--- src/rtl/fsc_pkg.sv ---
// ============================================================================
// fsc_pkg
// Shared types, constants and helper functions for the Feistel block cipher
// whose round function is SHA-256 over the right half of the block.
// ============================================================================
package fsc_pkg;

  localparam int BLOCK_BYTES = 64;
  localparam int WORDS       = BLOCK_BYTES / 8;
  localparam int HALF_WORDS  = WORDS / 2;

  localparam logic [3:0] ROUND_COUNT_RESET = 4'd5;

  typedef struct packed {
    logic        mode;
    logic [63:0] data_word;
    logic        last_word;
  } in_word_t;

  typedef struct packed {
    logic [63:0] result_word;
    logic        result_last;
  } out_word_t;

  // Commands from the controller to the datapath.
  typedef struct packed {
    logic load;        // store the input word at the load index
    logic zero_fill;   // clear all words above the load index
    logic swap;        // exchange the two halves
    logic hash_init;   // build the message block and load the IV
    logic hash_step;   // one compression step
    logic round_end;   // fold the digest into the halves
    logic emit_shift;  // move the block down by one word
  } ctrl_t;

  typedef logic [7:0][31:0] sha_state_t;

  localparam sha_state_t SHA_IV = {
    32'h5be0cd19, 32'h1f83d9ab, 32'h9b05688c, 32'h510e527f,
    32'ha54ff53a, 32'h3c6ef372, 32'hbb67ae85, 32'h6a09e667
  };

  function automatic logic [31:0] sha_k(input logic [5:0] i);
    logic [31:0] k;
    case (i)
      6'd0: k = 32'h428a2f98;  6'd1: k = 32'h71374491;  6'd2: k = 32'hb5c0fbcf;
      6'd3: k = 32'he9b5dba5;  6'd4: k = 32'h3956c25b;  6'd5: k = 32'h59f111f1;
      6'd6: k = 32'h923f82a4;  6'd7: k = 32'hab1c5ed5;  6'd8: k = 32'hd807aa98;
      6'd9: k = 32'h12835b01;  6'd10: k = 32'h243185be; 6'd11: k = 32'h550c7dc3;
      6'd12: k = 32'h72be5d74; 6'd13: k = 32'h80deb1fe; 6'd14: k = 32'h9bdc06a7;
      6'd15: k = 32'hc19bf174; 6'd16: k = 32'he49b69c1; 6'd17: k = 32'hefbe4786;
      6'd18: k = 32'h0fc19dc6; 6'd19: k = 32'h240ca1cc; 6'd20: k = 32'h2de92c6f;
      6'd21: k = 32'h4a7484aa; 6'd22: k = 32'h5cb0a9dc; 6'd23: k = 32'h76f988da;
      6'd24: k = 32'h983e5152; 6'd25: k = 32'ha831c66d; 6'd26: k = 32'hb00327c8;
      6'd27: k = 32'hbf597fc7; 6'd28: k = 32'hc6e00bf3; 6'd29: k = 32'hd5a79147;
      6'd30: k = 32'h06ca6351; 6'd31: k = 32'h14292967; 6'd32: k = 32'h27b70a85;
      6'd33: k = 32'h2e1b2138; 6'd34: k = 32'h4d2c6dfc; 6'd35: k = 32'h53380d13;
      6'd36: k = 32'h650a7354; 6'd37: k = 32'h766a0abb; 6'd38: k = 32'h81c2c92e;
      6'd39: k = 32'h92722c85; 6'd40: k = 32'ha2bfe8a1; 6'd41: k = 32'ha81a664b;
      6'd42: k = 32'hc24b8b70; 6'd43: k = 32'hc76c51a3; 6'd44: k = 32'hd192e819;
      6'd45: k = 32'hd6990624; 6'd46: k = 32'hf40e3585; 6'd47: k = 32'h106aa070;
      6'd48: k = 32'h19a4c116; 6'd49: k = 32'h1e376c08; 6'd50: k = 32'h2748774c;
      6'd51: k = 32'h34b0bcb5; 6'd52: k = 32'h391c0cb3; 6'd53: k = 32'h4ed8aa4a;
      6'd54: k = 32'h5b9cca4f; 6'd55: k = 32'h682e6ff3; 6'd56: k = 32'h748f82ee;
      6'd57: k = 32'h78a5636f; 6'd58: k = 32'h84c87814; 6'd59: k = 32'h8cc70208;
      6'd60: k = 32'h90befffa; 6'd61: k = 32'ha4506ceb; 6'd62: k = 32'hbef9a3f7;
      default: k = 32'hc67178f2;
    endcase
    return k;
  endfunction

endpackage

--- src/rtl/feistel_sha256_block_cipher_top.sv ---
// ============================================================================
// feistel_sha256_block_cipher_top
// Feistel block cipher with SHA-256 of the right half as round function.
// ============================================================================
// Usage:
// Input words are taken at a rising edge where start is high and busy is low.
// Eight 64-bit words make one 64-byte block; last_word closes a block early,
// and the missing words are zero. mode is sampled on the first word.
// After the closing word busy rises. A swap state handles the optional half
// swap, then each round runs a setup step for the message block, 64
// compression steps and a step that folds the digest into the halves. A
// second swap state follows, then the eight result words leave back to
// back, each marked by result_valid, with result_last on the eighth.
// The compression unit, one step per cycle, sets the time per block.
// The receiver cannot stall; results must be taken as they appear.
// Reset clears the controller and sets round_count to five; block contents
// are undefined until loaded. round_count is written through cfg_we.
// ============================================================================
module feistel_sha256_block_cipher_top (
  input  logic               clk,
  input  logic               rst,
  input  logic               start,
  output logic               busy,
  input  fsc_pkg::in_word_t  in_word,
  input  logic               cfg_we,
  input  logic [3:0]         cfg_data,
  output logic               result_valid,
  output fsc_pkg::out_word_t result
);

  fsc_pkg::ctrl_t ctrl;
  logic [3:0]     round_count;
  logic [2:0]     load_index;
  logic [5:0]     step;
  logic           emit_last;
  logic [63:0]    head_word;

  // Round count register.
  always_ff @(posedge clk) begin
    if (rst) begin
      round_count <= fsc_pkg::ROUND_COUNT_RESET;
    end else if (cfg_we) begin
      round_count <= cfg_data;
    end
  end

  fsc_controller u_ctrl (
    .clk        (clk),
    .rst        (rst),
    .start      (start),
    .mode       (in_word.mode),
    .last_word  (in_word.last_word),
    .round_count(round_count),
    .busy       (busy),
    .ctrl       (ctrl),
    .load_index (load_index),
    .step       (step),
    .emit_valid (result_valid),
    .emit_last  (emit_last)
  );

  fsc_datapath u_dp (
    .clk       (clk),
    .ctrl      (ctrl),
    .load_index(load_index),
    .step      (step),
    .data_word (in_word.data_word),
    .head_word (head_word)
  );

  assign result.result_word = head_word;
  assign result.result_last = emit_last;

endmodule

--- src/rtl/fsc_datapath.sv ---
// ============================================================================
// fsc_datapath
// Block storage, SHA-256 compression unit (one step per cycle) and the
// Feistel mixing of the digest into the halves.
// ============================================================================
module fsc_datapath (
  input  logic                 clk,
  input  fsc_pkg::ctrl_t       ctrl,
  input  logic [2:0]           load_index,
  input  logic [5:0]           step,
  input  logic [63:0]          data_word,
  output logic [63:0]          head_word
);

  logic [fsc_pkg::WORDS-1:0][63:0] blk;
  fsc_pkg::sha_state_t             h;
  logic [15:0][31:0]               w;

  logic [31:0] wt, g0, g1, s0, s1, ch, mj, t1, t2;
  logic [fsc_pkg::HALF_WORDS-1:0][63:0] digest;

  // Message word for this step: schedule head, extended after step 15.
  always_comb begin
    g0 = {w[1][6:0], w[1][31:7]} ^ {w[1][17:0], w[1][31:18]} ^ (w[1] >> 3);
    g1 = {w[14][16:0], w[14][31:17]} ^ {w[14][18:0], w[14][31:19]} ^ (w[14] >> 10);
    wt = (step < 6'd16) ? w[0] : (w[0] + g0 + w[9] + g1);
    s1 = {h[4][5:0], h[4][31:6]} ^ {h[4][10:0], h[4][31:11]} ^ {h[4][24:0], h[4][31:25]};
    ch = (h[4] & h[5]) ^ (~h[4] & h[6]);
    t1 = h[7] + s1 + ch + fsc_pkg::sha_k(step) + wt;
    s0 = {h[0][1:0], h[0][31:2]} ^ {h[0][12:0], h[0][31:13]} ^ {h[0][21:0], h[0][31:22]};
    mj = (h[0] & h[1]) ^ (h[0] & h[2]) ^ (h[1] & h[2]);
    t2 = s0 + mj;
  end

  // Final digest: working state plus IV.
  always_comb begin
    for (int i = 0; i < fsc_pkg::HALF_WORDS; i++) begin
      digest[i] = {h[2*i] + fsc_pkg::SHA_IV[2*i], h[2*i+1] + fsc_pkg::SHA_IV[2*i+1]};
    end
  end

  // Block storage.
  always_ff @(posedge clk) begin
    if (ctrl.load) begin
      blk[load_index] <= data_word;
    end
    if (ctrl.zero_fill) begin
      for (int i = 0; i < fsc_pkg::WORDS; i++) begin
        if (3'(i) > load_index) blk[i] <= '0;
      end
    end
    if (ctrl.swap) begin
      for (int i = 0; i < fsc_pkg::HALF_WORDS; i++) begin
        blk[i] <= blk[i+fsc_pkg::HALF_WORDS];
        blk[i+fsc_pkg::HALF_WORDS] <= blk[i];
      end
    end
    if (ctrl.round_end) begin
      for (int i = 0; i < fsc_pkg::HALF_WORDS; i++) begin
        blk[i] <= blk[i+fsc_pkg::HALF_WORDS];
        blk[i+fsc_pkg::HALF_WORDS] <= digest[i] ^ blk[i];
      end
    end
    if (ctrl.emit_shift) begin
      for (int i = 0; i < fsc_pkg::WORDS-1; i++) blk[i] <= blk[i+1];
    end
  end

  // Hash state and a 16-entry schedule that rotates one word each step.
  always_ff @(posedge clk) begin
    if (ctrl.hash_init) begin
      h <= fsc_pkg::SHA_IV;
      for (int i = 0; i < fsc_pkg::HALF_WORDS; i++) begin
        w[2*i]   <= blk[i+fsc_pkg::HALF_WORDS][63:32];
        w[2*i+1] <= blk[i+fsc_pkg::HALF_WORDS][31:0];
      end
      w[8] <= 32'h80000000;
      for (int i = 9; i < 15; i++) w[i] <= '0;
      w[15] <= 32'd256;
    end else if (ctrl.hash_step) begin
      h <= {h[6], h[5], h[4], h[3] + t1, h[2], h[1], h[0], t1 + t2};
      for (int i = 0; i < 15; i++) w[i] <= w[i+1];
      w[15] <= wt;
    end
  end

  assign head_word = blk[0];

endmodule

--- src/rtl/fsc_controller.sv ---
// ============================================================================
// fsc_controller
// State machine that sequences loading, the Feistel rounds and the emission
// of the eight result words.
// ============================================================================
module fsc_controller (
  input  logic           clk,
  input  logic           rst,
  input  logic           start,
  input  logic           mode,
  input  logic           last_word,
  input  logic [3:0]     round_count,
  output logic           busy,
  output fsc_pkg::ctrl_t ctrl,
  output logic [2:0]     load_index,
  output logic [5:0]     step,
  output logic           emit_valid,
  output logic           emit_last
);

  typedef enum logic [6:0] {
    S_LOAD  = 7'b0000001,
    S_SWAP1 = 7'b0000010,
    S_INIT  = 7'b0000100,
    S_HASH  = 7'b0001000,
    S_FOLD  = 7'b0010000,
    S_SWAP2 = 7'b0100000,
    S_EMIT  = 7'b1000000
  } state_t;

  state_t      state, state_next;
  logic        block_mode;
  logic [3:0]  feistel_round;
  logic [2:0]  emit_count;
  logic        accept, done;

  assign accept = start && !busy;
  assign done   = accept && (load_index == 3'd7 || last_word);
  assign busy   = (state != S_LOAD);

  // Next state.
  always_comb begin
    state_next = state;
    case (state)
      S_LOAD: begin
        if (done) state_next = S_SWAP1;
      end
      S_SWAP1: begin
        state_next = (round_count == 4'd0) ? S_SWAP2 : S_INIT;
      end
      S_INIT: begin
        state_next = S_HASH;
      end
      S_HASH: begin
        if (step == 6'd63) state_next = S_FOLD;
      end
      S_FOLD: begin
        state_next = (feistel_round == 4'd0) ? S_SWAP2 : S_INIT;
      end
      S_SWAP2: begin
        state_next = S_EMIT;
      end
      S_EMIT: begin
        if (emit_count == 3'd7) state_next = S_LOAD;
      end
      default: state_next = S_LOAD;
    endcase
  end

  // Datapath commands; the digest is folded in once the last step has landed.
  always_comb begin
    ctrl            = '0;
    ctrl.load       = accept;
    ctrl.zero_fill  = done;
    ctrl.swap       = (state == S_SWAP1 || state == S_SWAP2) && block_mode;
    ctrl.hash_init  = (state == S_INIT);
    ctrl.hash_step  = (state == S_HASH);
    ctrl.round_end  = (state == S_FOLD);
    ctrl.emit_shift = (state == S_EMIT);
  end

  assign emit_valid = (state == S_EMIT);
  assign emit_last  = (state == S_EMIT) && (emit_count == 3'd7);

  // Control registers; feistel_round counts the rounds still to go after the current one.
  always_ff @(posedge clk) begin
    if (rst) begin
      state         <= S_LOAD;
      load_index    <= '0;
      block_mode    <= 1'b0;
      feistel_round <= '0;
      step          <= '0;
      emit_count    <= '0;
    end else begin
      state <= state_next;
      if (accept) begin
        if (load_index == 3'd0) block_mode <= mode;
        load_index <= done ? 3'd0 : load_index + 3'd1;
      end
      if (state == S_SWAP1) feistel_round <= round_count - 4'd1;
      if (state == S_HASH) step <= step + 6'd1;
      if (state == S_FOLD && feistel_round != 4'd0) feistel_round <= feistel_round - 4'd1;
      if (state == S_EMIT) emit_count <= emit_count + 3'd1;
    end
  end

`ifndef SYNTHESIS
  a_onehot: assert property (@(posedge clk) disable iff (rst) $onehot(state))
    else $error("state not one-hot");
  a_no_load_busy: assert property (@(posedge clk) disable iff (rst) busy |-> !ctrl.load)
    else $error("word loaded while busy");
  a_step_idle: assert property (@(posedge clk) disable iff (rst)
    (state != S_HASH) |-> (step == 6'd0))
    else $error("hash step counter not at zero outside hashing");
  a_emit_end: assert property (@(posedge clk) disable iff (rst)
    emit_last |=> (state == S_LOAD))
    else $error("did not return to load after last word");
`endif

endmodule
--- config.mk ---
export PLATFORM = sky130hd
export DESIGN_NAME = feistel_sha256_block_cipher_top
export DESIGN_NICKNAME = d
export VERILOG_FILES = /design/src/rtl/fsc_pkg.sv /design/src/rtl/feistel_sha256_block_cipher_top.sv /design/src/rtl/fsc_datapath.sv /design/src/rtl/fsc_controller.sv
export SDC_FILE = /design/constraint.sdc
export NUM_CORES = 2
export LEC_CHECK = 0
export BUFFER_PORTS_ARGS = -buffer_cell sky130_fd_sc_hd__buf_2
export CAP_MARGIN = 20
export CORE_MARGIN = 8
export CORE_UTILIZATION = 34
export DETAILED_ROUTE_END_ITERATION = 16
export PLACE_DENSITY = 0.46
export SYNTH_ARGS = -nofsm -noshare
export SYNTH_HDL_FRONTEND = slang
export SYNTH_HIERARCHICAL = 1
export SYNTH_SLANG_ARGS = --single-unit
--- constraint.sdc ---
create_clock -name clk -period 17.4 [get_ports clk]
set_clock_uncertainty 0.2 [all_clocks]
set_input_delay 4.35 -clock clk [delete_from_list [all_inputs] [get_ports clk]]
set_output_delay 4.35 -clock clk [all_outputs]
set_load 0.005 [all_outputs]
==> summary.md <==
| Metric | Value |
|---|---|
| Endpoints failing hold | 0 |
| Critical path class | reg2reg |
| Maximum clock frequency | 85.1 MHz |
| Worst setup margin | 5.64 ns |
| Hold EP | u_dp/h[144] |
| Yosys warning total | 6 |
| Routed len/inst | ~30 µm |
| Total gr overflow | 0 |
| Top cells by count, synth | dfxtp_1, nand2_1, a21oi_1 |
| Post-synthesis sequential area ratio | 0.354 |
| Largest net degree at the start of global routing | 192 |
| Fillers | 23900 |
| Tcrit/Tclk final | 0.676 |
| Max-slew headroom | 0.158 |
| Count leader, synth | dfxtp_1 |
| R2R depth | 41 |
| Post-synth ARST share | 0 |
| Ys flop type | dfxtp_1 |
| Nets | approximately 9200 |
| Vias | 68700 |
| CTS clk-pin slew, worst paths | 0.06 ns |
| Layout cells sized above 1 | 0.128 |
| H-Tree Depth | 4 |
| CP arrival | about 12 ns |
| Syn Std Cell Area | 0.0811 mm² |
| Antenna violations before repair | 50 |
| Critical path's slowest cell | o31ai_1 |
| PortBufs | 140 |
| Slew of the pin with the lowest slew margin | 1.26 ns |
| Clock root buffer master | clkbuf_16 |
| Outcome | finished, final reports clean |
| Finish-stage setup viols | 0 |
| Leakage | 0.0351 µW |
| DP Worst Slack | roughly 6.0 ns |
| Synthesis-stage register bit count | ~1300 |
| Vias per cell | 5.70 |
| DP HPWL | around 260000 µm |
| Final ANT Viol Nets | 0 |
| First-pass GRT wire length | approximately 510000 µm |
| Detailed Route WL | around 360000 µm |
| Yosys top cell by area | dfxtp_1 |
| Tmin final | roughly 12 ns |
| Hold buffer count at cts | 0 |
| Cell repeated most along the worst path | fa_1 |
| CP peak stage delay | about 0.6 ns |
| CTS Buf Count | 156 |
| Core Area | about 0.24 mm² |
| RSZ-0062 raised after global routing | false |
| Peak supply drop | roughly 0.00011 V |
| Fin. max-slew vios | 0 |
| Vias in the first global route | 63700 |
| All-Layer GR Usage | 0.269 |
| Die height | 505 µm |
| Hold Crit Start | u_dp/h[144] |
| Largest fanout on the critical path | 5 |
| Area growth from synthesis to layout | 10.1% |
| Initial Util | 0.341 |
| Clock latency on the worst-skew pair | 0.84 ns |
| Worst R2R End | u_dp/h[31] |
| Crit path launch type | flip-flop |
| # IOs | roughly 140 |
| Max Root-Sink Buffers | 3 |
| Post-synth cell types | 106 |
| # DRC | 0 |
| First-pass detailed-route iteration total | 6 |
| Synth top area share | 0.260 |
| Die Wd | 505 µm |
| Post-CTS sizing | 0 |
| Synthesized Nets | 9461 |
| Setup_tns | 0 ns |
| Clk sink count | 1308 |
| Post-synth EDFFs | 256 |
| R2R setup slack | 5.64 ns |
| Die area | 0.255 mm² |
| Gpl congestion | slightly above 0.9 |
| Post-CTS setup buffer count | 0 |
| Drt initial violations | ~8400 |
| Worst Hold Class | reg2reg |
| Largest cells by area after synthesis | dfxtp_1, edfxtp_1, mux2_2 |
| TritonCTS clock tree | yes |
| Worst hold stages | 2 |
| Mean Syn Cell Area | 8.99 µm² |
| Worst reg2reg startpoint | u_dp/w[42] |
| Critical Path End Type | flip-flop |
| WP data required | about 18 ns |
| Max Cap Violations | 0 |
| Mapped Cells | 9027 |
| Power Density | between 80 and 90 mW/mm² |
| Rows | 179 |
## how the worst max path moves through the flow
stage	from	endpoint	cells past startpoint
floorplan	u_dp/w[36]	u_dp/h[30]	41
global placement	u_dp/w[42]	u_dp/h[31]	39
detailed placement	u_dp/w[42]	u_dp/h[31]	39
CTS	u_dp/w[42]	u_dp/h[31]	41
global route	u_dp/w[42]	u_dp/h[31]	41
finish	u_dp/w[42]	u_dp/h[31]	41
## where the power goes
| group | internal, µW | switching [µW] |
|---|---|---|
| combinational | 385 | 618 |
| clock | 1980 | 1450 |
| sequential | 3150 | 123 |
## cells in the final DEF (no fill, tap or decap), types with 13 or more instances in the layout
master     netlist  final
a211oi_1       276    276
a21o_1         159    157
a21oi_1        822    818
a221oi_1       258    258
a31oi_1         16     16
and2_1          13     13
and3_1          23     22
buf_2            9    140
buf_4           68    138
clkbuf_1       586     42
clkbuf_16        0    161
clkbuf_8         0     20
clkinv_2         0     22
dfxtp_1       1052   1048
diode_2          0     25
edfxtp_1       256    256
fa_1           189    189
ha_1           171    171
inv_1          574    568
mux2_2         525    525
mux2i_1        532    532
nand2_1        866    866
nand2b_1        30     30
nand3_1         65     64
nand4_1         18     18
nor2_1         646    641
nor2b_1         29     29
nor3_1          70     68
nor4_1          15     15
o211ai_1        45     45
o21a_1          40     40
o21ai_0        431    429
o21bai_1        18     18
o311ai_0        14     13
o31ai_1         24     23
or3_1           20     18
xnor2_1        617    617
xor2_1         243    243
## per-stage QoR
stage / utilization / power [µW] / instances / area [µm²] / hold slack, ns
after floorplan: - / 3960 / 9027 / 81100 / 0.225
after global routing: 0.376 / 7950 / 12000 / 89300 / 0.287
final: 0.376 / 7700 / 12100 / 89400 / 0.263
after global placement: 0.354 / 4300 / 11700 / 84100 / 0.239
after detailed placement: 0.354 / 4310 / 11700 / 84100 / 0.248
after CTS: 0.376 / 7740 / 12000 / 89300 / 0.262
## cells by family (layout without fill, tap and decap cells)
family / after synthesis / after routing / synth area share
fa+ha+maj: 371 / 371 / 0.0744
other cells: 0 / 25 / 0
flops: 1308 / 1308 / 0.354
buf+inv: 1315 / 1150 / 0.0645
compound gates: 2258 / 2258 / 0.178
xor+xnor: 862 / 862 / 0.0934
mux: 1065 / 1065 / 0.141
simple gates: 1848 / 1848 / 0.0952
## final cells by class
type / instances / area [µm²] / share of cell area
antenna: 25 / 62.6 / 0.000700
clock buffer: 224 / 4470 / 0.0500
clock inverter: 63 / 746 / 0.00834
inverter: 578 / 2200 / 0.0246
multi-input combinational: 6404 / 47300 / 0.529
sequential: 1308 / 28800 / 0.322
tap: 3167 / 3960 / 0.0443
timing repair buffer: 285 / 1880 / 0.0210
## registers in the layout (all words and copies together) (netlist names)
register	flops
u_ctrl/feistel_round	4
u_dp/blk	448
u_ctrl/block_mode	1
u_ctrl/emit_count	3
u_dp/w	512
u_ctrl/load_index	3
u_ctrl/step	6
u_dp/head_word	64
round_count	4
u_ctrl/state	7
u_dp/h	256
## worst max-delay path, delay by kind of cell (launching register included)
| family | cells | cell delay, ns |
|---|---|---|
| AO/OA/AOI/OAI | 13 | 2.92 |
| adder cells (fa/ha/maj) | 9 | 4.06 |
| buffers and inverters | 4 | 0.28 |
| flip-flops | 1 | 0.47 |
| XOR/XNOR | 6 | 1.94 |
| AND/OR/NAND/NOR | 9 | 1.75 |
## layer usage
layer / vias up / wire length [µm] / track usage / part of all wire
met5: - / 141 / 0 / 0.00039
met4: 22 / 11600 / 0.0797 / 0.032
met3: 498 / 33700 / 0.0635 / 0.094
met2: 3286 / 150000 / 0.394 / 0.42
met1: 34000 / 164000 / 0.391 / 0.46
li1: 30800 / - / - / -
Note: power is estimated with default switching activity, not from simulation.
